===== src/rtl/sync_frame_parser_fletcher8_assert.svh =====
// Assertion macros shared by the parser modules.
// Each check is clocked on the rising edge and is off while reset is asserted.
`ifndef SYNC_FRAME_PARSER_FLETCHER8_ASSERT_SVH
`define SYNC_FRAME_PARSER_FLETCHER8_ASSERT_SVH

`ifndef ASSERT_OFF

`define SFP8_ASSERT_ALWAYS(lbl, clk, rst_n, cond, msg) \
    lbl: assert property (@(posedge clk) disable iff (!rst_n) (cond)) else $error(msg);

`define SFP8_ASSERT_IMPLIES(lbl, clk, rst_n, ante, cons, msg) \
    lbl: assert property (@(posedge clk) disable iff (!rst_n) (ante) |-> (cons)) \
        else $error(msg);

`define SFP8_ASSERT_NEXT(lbl, clk, rst_n, ante, cons, msg) \
    lbl: assert property (@(posedge clk) disable iff (!rst_n) (ante) |=> (cons)) \
        else $error(msg);

`else

`define SFP8_ASSERT_ALWAYS(lbl, clk, rst_n, cond, msg)

`define SFP8_ASSERT_IMPLIES(lbl, clk, rst_n, ante, cons, msg)

`define SFP8_ASSERT_NEXT(lbl, clk, rst_n, ante, cons, msg)

`endif

`endif


===== src/rtl/sfpf8_pkg.sv =====
`default_nettype none

package sfpf8_pkg;

    localparam int QUEUE_DEPTH_DEFAULT = 2;

    localparam int CFG_INDEX_W = 3;

    localparam logic [CFG_INDEX_W-1:0] REG_SYNC_FIRST    = 3'd0;
    localparam logic [CFG_INDEX_W-1:0] REG_SYNC_SECOND   = 3'd1;
    localparam logic [CFG_INDEX_W-1:0] REG_TYPE_A_CODE   = 3'd2;
    localparam logic [CFG_INDEX_W-1:0] REG_TYPE_A_LENGTH = 3'd3;
    localparam logic [CFG_INDEX_W-1:0] REG_TYPE_B_CODE   = 3'd4;
    localparam logic [CFG_INDEX_W-1:0] REG_TYPE_B_LENGTH = 3'd5;

    localparam logic [1:0] STATUS_NONE   = 2'd0;
    localparam logic [1:0] STATUS_KIND_A = 2'd1;
    localparam logic [1:0] STATUS_KIND_B = 2'd2;

    localparam logic KIND_A = 1'b0;
    localparam logic KIND_B = 1'b1;

    // One received byte together with its comparisons against the configuration.
    typedef struct packed {
        logic [7:0] data;
        logic       sync_first_hit;
        logic       sync_second_hit;
        logic       type_known;
        logic       type_kind;
    } entry_t;

endpackage

`default_nettype wire


===== src/rtl/sfpf8_queue.sv =====
`default_nettype none

`include "sync_frame_parser_fletcher8_assert.svh"

module sfpf8_queue #(
    parameter int DEPTH = sfpf8_pkg::QUEUE_DEPTH_DEFAULT
) (
    input  wire                 clk,
    input  wire                 rst_n,
    input  wire                 push_valid,
    output logic                push_ready,
    input  sfpf8_pkg::entry_t   push_data,
    output logic                pop_valid,
    input  wire                 pop_ready,
    output sfpf8_pkg::entry_t   pop_data
);

    localparam int PTR_W = (DEPTH > 1) ? $clog2(DEPTH) : 1;
    localparam int CNT_W = $clog2(DEPTH + 1);

    sfpf8_pkg::entry_t mem_reg [DEPTH];

    logic [PTR_W-1:0] wr_ptr_reg, wr_ptr_next;
    logic [PTR_W-1:0] rd_ptr_reg, rd_ptr_next;
    logic [CNT_W-1:0] count_reg, count_next;

    logic push;
    logic pop;

    assign push_ready = (count_reg != CNT_W'(DEPTH));
    assign pop_valid  = (count_reg != '0);
    assign pop_data   = mem_reg[rd_ptr_reg];

    assign push = push_valid && push_ready;
    assign pop  = pop_valid && pop_ready;

    always_comb
    begin
        wr_ptr_next = wr_ptr_reg;
        rd_ptr_next = rd_ptr_reg;
        count_next  = count_reg;
        if (push)
        begin
            wr_ptr_next = (wr_ptr_reg == PTR_W'(DEPTH - 1)) ? '0 : wr_ptr_reg + 1'b1;
        end
        if (pop)
        begin
            rd_ptr_next = (rd_ptr_reg == PTR_W'(DEPTH - 1)) ? '0 : rd_ptr_reg + 1'b1;
        end
        if (push && !pop)
        begin
            count_next = count_reg + 1'b1;
        end
        else if (pop && !push)
        begin
            count_next = count_reg - 1'b1;
        end
    end

    always_ff @(posedge clk or negedge rst_n)
    begin
        if (!rst_n)
        begin
            wr_ptr_reg <= '0;
            rd_ptr_reg <= '0;
            count_reg  <= '0;
        end
        else
        begin
            wr_ptr_reg <= wr_ptr_next;
            rd_ptr_reg <= rd_ptr_next;
            count_reg  <= count_next;
        end
    end

    always_ff @(posedge clk)
    begin
        if (push)
        begin
            mem_reg[wr_ptr_reg] <= push_data;
        end
    end

    `SFP8_ASSERT_ALWAYS(a_count_bound, clk, rst_n, count_reg <= CNT_W'(DEPTH), "queue count beyond depth")

endmodule

`default_nettype wire


===== src/rtl/sfpf8_front.sv =====
`default_nettype none

module sfpf8_front (
    input  wire                 in_valid,
    output logic                in_ready,
    input  wire  [7:0]          rx_byte,
    input  wire  [7:0]          sync_first,
    input  wire  [7:0]          sync_second,
    input  wire  [7:0]          type_a_code,
    input  wire  [7:0]          type_b_code,
    output logic                push_valid,
    input  wire                 push_ready,
    output sfpf8_pkg::entry_t   push_data
);

    logic hit_a;
    logic hit_b;

    assign hit_a = (rx_byte == type_a_code);
    assign hit_b = (rx_byte == type_b_code);

    assign in_ready   = push_ready;
    assign push_valid = in_valid;

    // Kind A takes precedence when both type codes match.
    always_comb
    begin
        push_data.data            = rx_byte;
        push_data.sync_first_hit  = (rx_byte == sync_first);
        push_data.sync_second_hit = (rx_byte == sync_second);
        push_data.type_known      = hit_a || hit_b;
        push_data.type_kind       = hit_a ? sfpf8_pkg::KIND_A : sfpf8_pkg::KIND_B;
    end

endmodule

`default_nettype wire


===== src/rtl/sfpf8_back.sv =====
`default_nettype none

`include "sync_frame_parser_fletcher8_assert.svh"

module sfpf8_back (
    input  wire                 clk,
    input  wire                 rst_n,
    input  wire                 q_valid,
    output logic                q_ready,
    input  sfpf8_pkg::entry_t   q_data,
    input  wire  [7:0]          type_a_length,
    input  wire  [7:0]          type_b_length,
    output logic                out_valid,
    input  wire                 out_ready,
    output logic [1:0]          frame_status,
    output logic                body_valid,
    output logic [7:0]          body_offset,
    output logic [7:0]          body_byte
);

    typedef enum logic [5:0] {
        ST_HUNT1 = 6'b000001,
        ST_HUNT2 = 6'b000010,
        ST_TYPE  = 6'b000100,
        ST_BODY  = 6'b001000,
        ST_CHK1  = 6'b010000,
        ST_CHK2  = 6'b100000
    } state_t;

    state_t     state_reg, state_next;
    logic       kind_reg, kind_next;
    logic [7:0] len_reg, len_next;
    logic [7:0] cnt_reg, cnt_next;
    logic [7:0] sum_a_reg, sum_a_next;
    logic [7:0] sum_b_reg, sum_b_next;

    logic       out_valid_reg, out_valid_next;
    logic [1:0] frame_status_reg, frame_status_next;
    logic       body_valid_reg, body_valid_next;
    logic [7:0] body_offset_reg, body_offset_next;
    logic [7:0] body_byte_reg, body_byte_next;

    logic       pop;
    logic [7:0] sum_a_add;
    logic [7:0] type_len;

    assign pop       = q_valid && (!out_valid_reg || out_ready);
    assign q_ready   = pop;
    assign sum_a_add = sum_a_reg + q_data.data;
    assign type_len  = (q_data.type_kind == sfpf8_pkg::KIND_B) ? type_b_length : type_a_length;

    always_comb
    begin
        state_next        = state_reg;
        kind_next         = kind_reg;
        len_next          = len_reg;
        cnt_next          = cnt_reg;
        sum_a_next        = sum_a_reg;
        sum_b_next        = sum_b_reg;
        frame_status_next = sfpf8_pkg::STATUS_NONE;
        body_valid_next   = 1'b0;
        body_offset_next  = '0;
        body_byte_next    = '0;

        if (pop)
        begin
            unique case (state_reg)
                ST_HUNT1:
                begin
                    state_next = q_data.sync_first_hit ? ST_HUNT2 : ST_HUNT1;
                end
                ST_HUNT2:
                begin
                    // A mismatch here is not retried as a first sync byte.
                    state_next = q_data.sync_second_hit ? ST_TYPE : ST_HUNT1;
                end
                ST_TYPE:
                begin
                    if (q_data.type_known)
                    begin
                        kind_next       = q_data.type_kind;
                        len_next        = type_len;
                        sum_a_next      = q_data.data;
                        sum_b_next      = q_data.data;
                        cnt_next        = 8'd1;
                        body_valid_next = 1'b1;
                        body_byte_next  = q_data.data;
                        state_next      = (type_len == '0) ? ST_CHK1 : ST_BODY;
                    end
                    else
                    begin
                        state_next = ST_HUNT1;
                    end
                end
                ST_BODY:
                begin
                    sum_a_next       = sum_a_add;
                    sum_b_next       = sum_b_reg + sum_a_add;
                    body_valid_next  = 1'b1;
                    body_offset_next = cnt_reg;
                    body_byte_next   = q_data.data;
                    if (cnt_reg == len_reg)
                    begin
                        state_next = ST_CHK1;
                    end
                    else
                    begin
                        cnt_next = cnt_reg + 1'b1;
                    end
                end
                ST_CHK1:
                begin
                    state_next = (q_data.data == sum_a_reg) ? ST_CHK2 : ST_HUNT1;
                end
                ST_CHK2:
                begin
                    state_next = ST_HUNT1;
                    if (q_data.data == sum_b_reg)
                    begin
                        frame_status_next = (kind_reg == sfpf8_pkg::KIND_B) ?
                                            sfpf8_pkg::STATUS_KIND_B :
                                            sfpf8_pkg::STATUS_KIND_A;
                    end
                end
                default:
                begin
                    state_next = ST_HUNT1;
                end
            endcase
        end
    end

    always_comb
    begin
        if (pop)
        begin
            out_valid_next = 1'b1;
        end
        else if (out_ready)
        begin
            out_valid_next = 1'b0;
        end
        else
        begin
            out_valid_next = out_valid_reg;
        end
    end

    always_ff @(posedge clk or negedge rst_n)
    begin
        if (!rst_n)
        begin
            state_reg     <= ST_HUNT1;
            out_valid_reg <= 1'b0;
        end
        else
        begin
            state_reg     <= state_next;
            out_valid_reg <= out_valid_next;
        end
    end

    always_ff @(posedge clk)
    begin
        kind_reg  <= kind_next;
        len_reg   <= len_next;
        cnt_reg   <= cnt_next;
        sum_a_reg <= sum_a_next;
        sum_b_reg <= sum_b_next;
        if (pop)
        begin
            frame_status_reg <= frame_status_next;
            body_valid_reg   <= body_valid_next;
            body_offset_reg  <= body_offset_next;
            body_byte_reg    <= body_byte_next;
        end
    end

    assign out_valid    = out_valid_reg;
    assign frame_status = frame_status_reg;
    assign body_valid   = body_valid_reg;
    assign body_offset  = body_offset_reg;
    assign body_byte    = body_byte_reg;

    `SFP8_ASSERT_IMPLIES(a_status_not_body, clk, rst_n, out_valid_reg && (frame_status_reg != sfpf8_pkg::STATUS_NONE), !body_valid_reg, "frame status reported on a body item")
    `SFP8_ASSERT_IMPLIES(a_body_count, clk, rst_n, state_reg == ST_BODY, (cnt_reg != '0) && (cnt_reg <= len_reg), "body counter out of range")
    `SFP8_ASSERT_NEXT(a_body_exit, clk, rst_n, pop && (state_reg == ST_BODY), (state_reg == ST_BODY) || (state_reg == ST_CHK1), "body must run into the first check byte")

endmodule

`default_nettype wire


===== src/rtl/sync_frame_parser_fletcher8.sv =====
// Sync-header frame parser with a running Fletcher-8 check.
// Path: an accepted byte is held in a queue entry and its result then in the output
// register, from which it can be taken.
// Throughput: one byte per cycle unless out_ready back-pressure stalls the output register.
// Reset: configuration registers clear to zero, the parser returns to sync hunting,
// and the queue and output register empty.
`default_nettype none

module sync_frame_parser_fletcher8 #(
    parameter int QUEUE_DEPTH = sfpf8_pkg::QUEUE_DEPTH_DEFAULT
) (
    input  wire                                 clk,
    input  wire                                 rst_n,
    input  wire                                 in_valid,
    output logic                                in_ready,
    input  wire  [7:0]                          rx_byte,
    output logic                                out_valid,
    input  wire                                 out_ready,
    output logic [1:0]                          frame_status,
    output logic                                body_valid,
    output logic [7:0]                          body_offset,
    output logic [7:0]                          body_byte,
    input  wire                                 cfg_valid,
    output logic                                cfg_ready,
    input  wire  [sfpf8_pkg::CFG_INDEX_W-1:0]   cfg_index,
    input  wire  [7:0]                          cfg_data
);

    logic [7:0] sync_first_reg;
    logic [7:0] sync_second_reg;
    logic [7:0] type_a_code_reg;
    logic [7:0] type_a_length_reg;
    logic [7:0] type_b_code_reg;
    logic [7:0] type_b_length_reg;

    logic              push_valid;
    logic              push_ready;
    sfpf8_pkg::entry_t push_data;
    logic              q_valid;
    logic              q_ready;
    sfpf8_pkg::entry_t q_data;

    assign cfg_ready = 1'b1;

    always_ff @(posedge clk or negedge rst_n)
    begin
        if (!rst_n)
        begin
            sync_first_reg    <= '0;
            sync_second_reg   <= '0;
            type_a_code_reg   <= '0;
            type_a_length_reg <= '0;
            type_b_code_reg   <= '0;
            type_b_length_reg <= '0;
        end
        else if (cfg_valid && cfg_ready)
        begin
            unique case (cfg_index)
                sfpf8_pkg::REG_SYNC_FIRST:    sync_first_reg    <= cfg_data;
                sfpf8_pkg::REG_SYNC_SECOND:   sync_second_reg   <= cfg_data;
                sfpf8_pkg::REG_TYPE_A_CODE:   type_a_code_reg   <= cfg_data;
                sfpf8_pkg::REG_TYPE_A_LENGTH: type_a_length_reg <= cfg_data;
                sfpf8_pkg::REG_TYPE_B_CODE:   type_b_code_reg   <= cfg_data;
                sfpf8_pkg::REG_TYPE_B_LENGTH: type_b_length_reg <= cfg_data;
                default:
                begin
                end
            endcase
        end
    end

    sfpf8_front u_front (
        .in_valid    (in_valid),
        .in_ready    (in_ready),
        .rx_byte     (rx_byte),
        .sync_first  (sync_first_reg),
        .sync_second (sync_second_reg),
        .type_a_code (type_a_code_reg),
        .type_b_code (type_b_code_reg),
        .push_valid  (push_valid),
        .push_ready  (push_ready),
        .push_data   (push_data)
    );

    sfpf8_queue #(
        .DEPTH (QUEUE_DEPTH)
    ) u_queue (
        .clk        (clk),
        .rst_n      (rst_n),
        .push_valid (push_valid),
        .push_ready (push_ready),
        .push_data  (push_data),
        .pop_valid  (q_valid),
        .pop_ready  (q_ready),
        .pop_data   (q_data)
    );

    sfpf8_back u_back (
        .clk           (clk),
        .rst_n         (rst_n),
        .q_valid       (q_valid),
        .q_ready       (q_ready),
        .q_data        (q_data),
        .type_a_length (type_a_length_reg),
        .type_b_length (type_b_length_reg),
        .out_valid     (out_valid),
        .out_ready     (out_ready),
        .frame_status  (frame_status),
        .body_valid    (body_valid),
        .body_offset   (body_offset),
        .body_byte     (body_byte)
    );

endmodule

`default_nettype wire


===== config.mk =====
export PLATFORM = sky130hd
export DESIGN_NAME = sync_frame_parser_fletcher8
export DESIGN_NICKNAME = d
export VERILOG_FILES = /design/src/rtl/sfpf8_pkg.sv /design/src/rtl/sfpf8_queue.sv /design/src/rtl/sfpf8_front.sv /design/src/rtl/sfpf8_back.sv /design/src/rtl/sync_frame_parser_fletcher8.sv
export VERILOG_INCLUDE_DIRS = /design/src /design/src/rtl
export SDC_FILE = /design/constraint.sdc
export NUM_CORES = 1
export LEC_CHECK = 0
export BUFFER_PORTS_ARGS = -buffer_cell sky130_fd_sc_hd__clkbuf_2
export CAP_MARGIN = 20
export CELL_PAD_IN_SITES_DETAIL_PLACEMENT = 0
export CELL_PAD_IN_SITES_GLOBAL_PLACEMENT = 1
export CORE_ASPECT_RATIO = 0.6
export CORE_UTILIZATION = 40
export CTS_BUF_LIST = sky130_fd_sc_hd__clkbuf_16
export DETAILED_ROUTE_END_ITERATION = 10
export HOLD_SLACK_MARGIN = 0.12
export PLACE_DENSITY_LB_ADDON = 0.1
export SETUP_SLACK_MARGIN = 0.3
export SLEW_MARGIN = 15
export SYNTH_ARGS = -nofsm -noshare
export SYNTH_HDL_FRONTEND = slang
export SYNTH_SLANG_ARGS = --single-unit

===== constraint.sdc =====
create_clock -name clk -period 3.3 [get_ports clk]
set_input_delay 0.165 -clock clk [delete_from_list [all_inputs] [get_ports clk]]
set_output_delay 0.165 -clock clk [all_outputs]
set_load 0.005 [all_outputs]

==> flow_summary.toml <==
[run_status]
run_status = "finished, violations left"
violations = "setup timing"

[global_routing]
antenna_found_initial = 0
met1_usage_pct = 27.9
overflow = 0
grtUsageTotal_pct = 18.9
grt_pass1_wl_um = 23500
met3_usage_pct = 5.18
grt.busiest_layer = "met1"
grt_pass1_vias = 4219
grt_max_degree = 34
use_met2_pct = 27.0

[synthesis]
synth_mux_area_share_pct = 12.2
synthArstFlopShare_pct = 43.7
synth_cell_types = 53
ys_top_cells_by_area = "edfxtp_1, dfrtp_1, mux2_2"
postSynthCellCount = 488
yosysMostFrequentCell = "edfxtp_1"
synthTopCellsByCount = "edfxtp_1, mux2_2, dfrtp_1"
synthFlopType = "edfxtp_1"
synth-compound-area-share_pct = 4.58
synthSimpleGateAreaFrac_pct = 9.85
synth_xor_area_share_pct = 9.96
synth-edff-count = 76
synth_top_family_by_area = "multiplexers"
synth-adder-area-share_pct = 3.89
synth_fp_nets = 531
syn_area_sq_um = 6500
synth_top_area_cell = "edfxtp_1"
yosysTopAreaCellShare_pct = 35.1
synth_seq_area_share_pct = 57.8
yosysWarnings = 0
synth.avg_cell_area_sq_um = 13.3
synth-seq-cells = 135

[cts]
cts_tree = "yes"
clock_path_buffers = 2
cts_buffers = 17
clock-sinks = 135
clk_latency_ns = 0.41
cts_root_buf = "clkbuf_16"
cts.htree.levels = 4
clk_pin_slew_ns = 0.06

[setup_path]
r2r_slack_ns = -0.02
cp-end-kind = "register"
critPathMostFrequentCell = "a21o_1"
critPathRequiredTime_ns = 3.46
critPathSlowestCell = "dfrtp_2"
r2r-start = "u_queue.rd_ptr_reg"
crit_chain = "mux2i_4 -> inv_2 -> ha_4 -> fa_2 -> buf_4 -> buf_6 -> xor2_2 -> ha_1 -> buf_6 -> a21o_1 -> a21o_1 -> a21o_1 -> a21oi_2 -> xor2_1 -> o21ai_1"
cp.arrival_ns = 3.49
reg2reg_depth = 15
critPathMaxStageDelay_ns = 0.43
crit_type = "reg -> reg"
crit_path_start_kind = "register"
crit_fanout = 5
startpoint = "u_queue.rd_ptr_reg"

[finish]
nNetsFinal = 638
diodes = 0
final_cells = 811
drive_above_1_share_pct = 32.6
largest_reg_flops = 24
fin_area_sq_um = 7990
area.growth.synth_to_final_pct = 22.9
utilization_pct = 51.1

[floorplanning]
rows = 35
die_height_um = 101
initial_core_util_pct = 41.6
core_sq_um = 15600
die-width_um = 167
dieArea_sq_um = 16800
pin_count = 46

[power]
ir_worst_vdd_mv = 0.395
power_density_nw_per_um2 = 793
leakagePower_uw = 0.00321
sw_frac_of_total_pct = 31.2
p_sw_uw = 1980
pwr-share-seq_pct = 37.4
p_comb_share_pct = 34.8
internal_power_uw = 4360
p_clk_share_pct = 27.8

[timing]
fmax_ghz = 0.301
layout_setup_ws_ns = -0.0231
min_period_ns = 3.32
report.final.slew_viol_count = 0
rsz0062_at_grt = "true"
setup_tns_ns = -0.0231
setup_violations = 1
tightestPinTransition_ns = 1.01
finalClockSkew_ns = 0.0116
slew_headroom_pct = 32.2
min_period_over_period_pct = 101
hold_viol = 0

[placement]
numPortBuffers = 44
dp_cells = 760
post-dp-hpwl_um = 10500
gp_routability_congestion = 0.801
pre_cts_ws_ns = -0.155
placed_area_sq_um = 7220

[routing]
final_antenna_net_count = 0
firstDrtPassIters = 4
drc = 0
routed_wl_um = 14600
drt_iter0_drc = 206
via_per_inst = 5.04
post_drt_wl_per_cell_um = 18.0
vias = 4084

[worst_hold_path]
hold_depth = 2
hold_path.startpoint = "cfg_data[0]"
hp-class = "in -> reg"

[job]
maxCapViolCount = 0
per-stage QoR:
| stage | hold WS (ns) | power [uW] |
|---|---|---|
| after floorplan | -0.131 | 3730 |
| after detailed placement | 0.336 | 4500 |
| after global routing | 0.121 | 6720 |
| after global placement | 0.324 | 4450 |
| final | 0.126 | 6330 |
| after CTS | 0.121 | 6330 |
kinds of logic after synthesis:
logic type | Yosys count
flip-flops | 135
AND/OR/NAND/NOR | 118
XOR/XNOR | 74
multiplexers | 70
AO/OA/AOI/OAI | 47
buffers and inverters | 24
adder cells (fa/ha/maj) | 19
other | 1
critical path, delay by kind of cell (launching register included):
kind	cells	cell delay (ns)
AOI/OAI and AO/OA	5	0.76
xor gates and xnor gates	2	0.33
adders and majority gates	3	0.86
buffers and inverters	4	0.45
DFF	1	0.43
muxes	1	0.25
cell type report:
cell class | count | area, sq um
multi-input cells | 329 | 2700
flip-flops and latches | 135 | 3760
fillers | 1369 | 7640
repair buffers | 99 | 671
clock inverters | 13 | 78.8
inverters | 13 | 48.8
clock buffers | 19 | 475
well taps | 203 | 254
power groups by stage:
stage / registers (uW) / clock network, uW / logic, uW
after floorplan: 2370 / 0 / 1360
after global placement: 2390 / 0 / 2060
after detailed placement: 2400 / 0 / 2090
after CTS: 2370 / 1800 / 2160
after global routing: 2410 / 1880 / 2420
final: 2370 / 1760 / 2200
cell usage in the layout, fill, tap and decap left out, types with 3 or more instances in the layout:
cell	synthesis	final
xor2_1	25	24
nand3_1	5	5
inv_1	13	14
edfxtp_1	76	76
o21ai_1	2	6
mux2_2	62	62
mux2i_1	7	6
nand2b_1	4	4
nor2_1	37	37
clkbuf_2	0	44
clkbuf_16	0	19
and2_1	11	11
nand2_1	20	20
dlygate4sd3_1	0	12
xnor2_1	49	49
nand4b_1	3	3
clkinv_4	0	3
o21ai_0	14	9
ha_1	17	15
nor4_1	7	7
a21oi_1	12	10
nand4_1	12	12
buf_4	1	41
a21o_1	7	7
clkinv_2	0	3
dfrtp_1	58	57
and3_1	3	3
timing repair:
| item | CTS | global route |
|---|---|---|
| resized for setup | 5 | 6 |
| setup endpoints to repair | 3 | 5 |
| hold buffers | 11 | 1 |
| hold endpoints to repair | 55 | 1 |
| setup buffers | 2 | 4 |
| pin swaps | 4 | 8 |
per-layer routing:
| layer | vias up | wire [um] |
|---|---|---|
| li1 | 1987 | - |
| met1 | 2009 | 7630 |
| met2 | 77 | 6030 |
| met3 | 11 | 809 |
| met4 | 0 | 114 |
| met5 | - | 0 |
worst paths after layout:
path / endpoint
worst max register to register: u_back.sum_b_reg[6]
worst max-delay path: u_back.sum_b_reg[6]
worst min register to register: u_queue.wr_ptr_reg
min in group asynchronous: type_a_code_reg[4]
worst min-delay path: type_a_length_reg[0]
max in group asynchronous: type_a_code_reg[1]
Note: power is estimated with default switching activity, not from simulation.
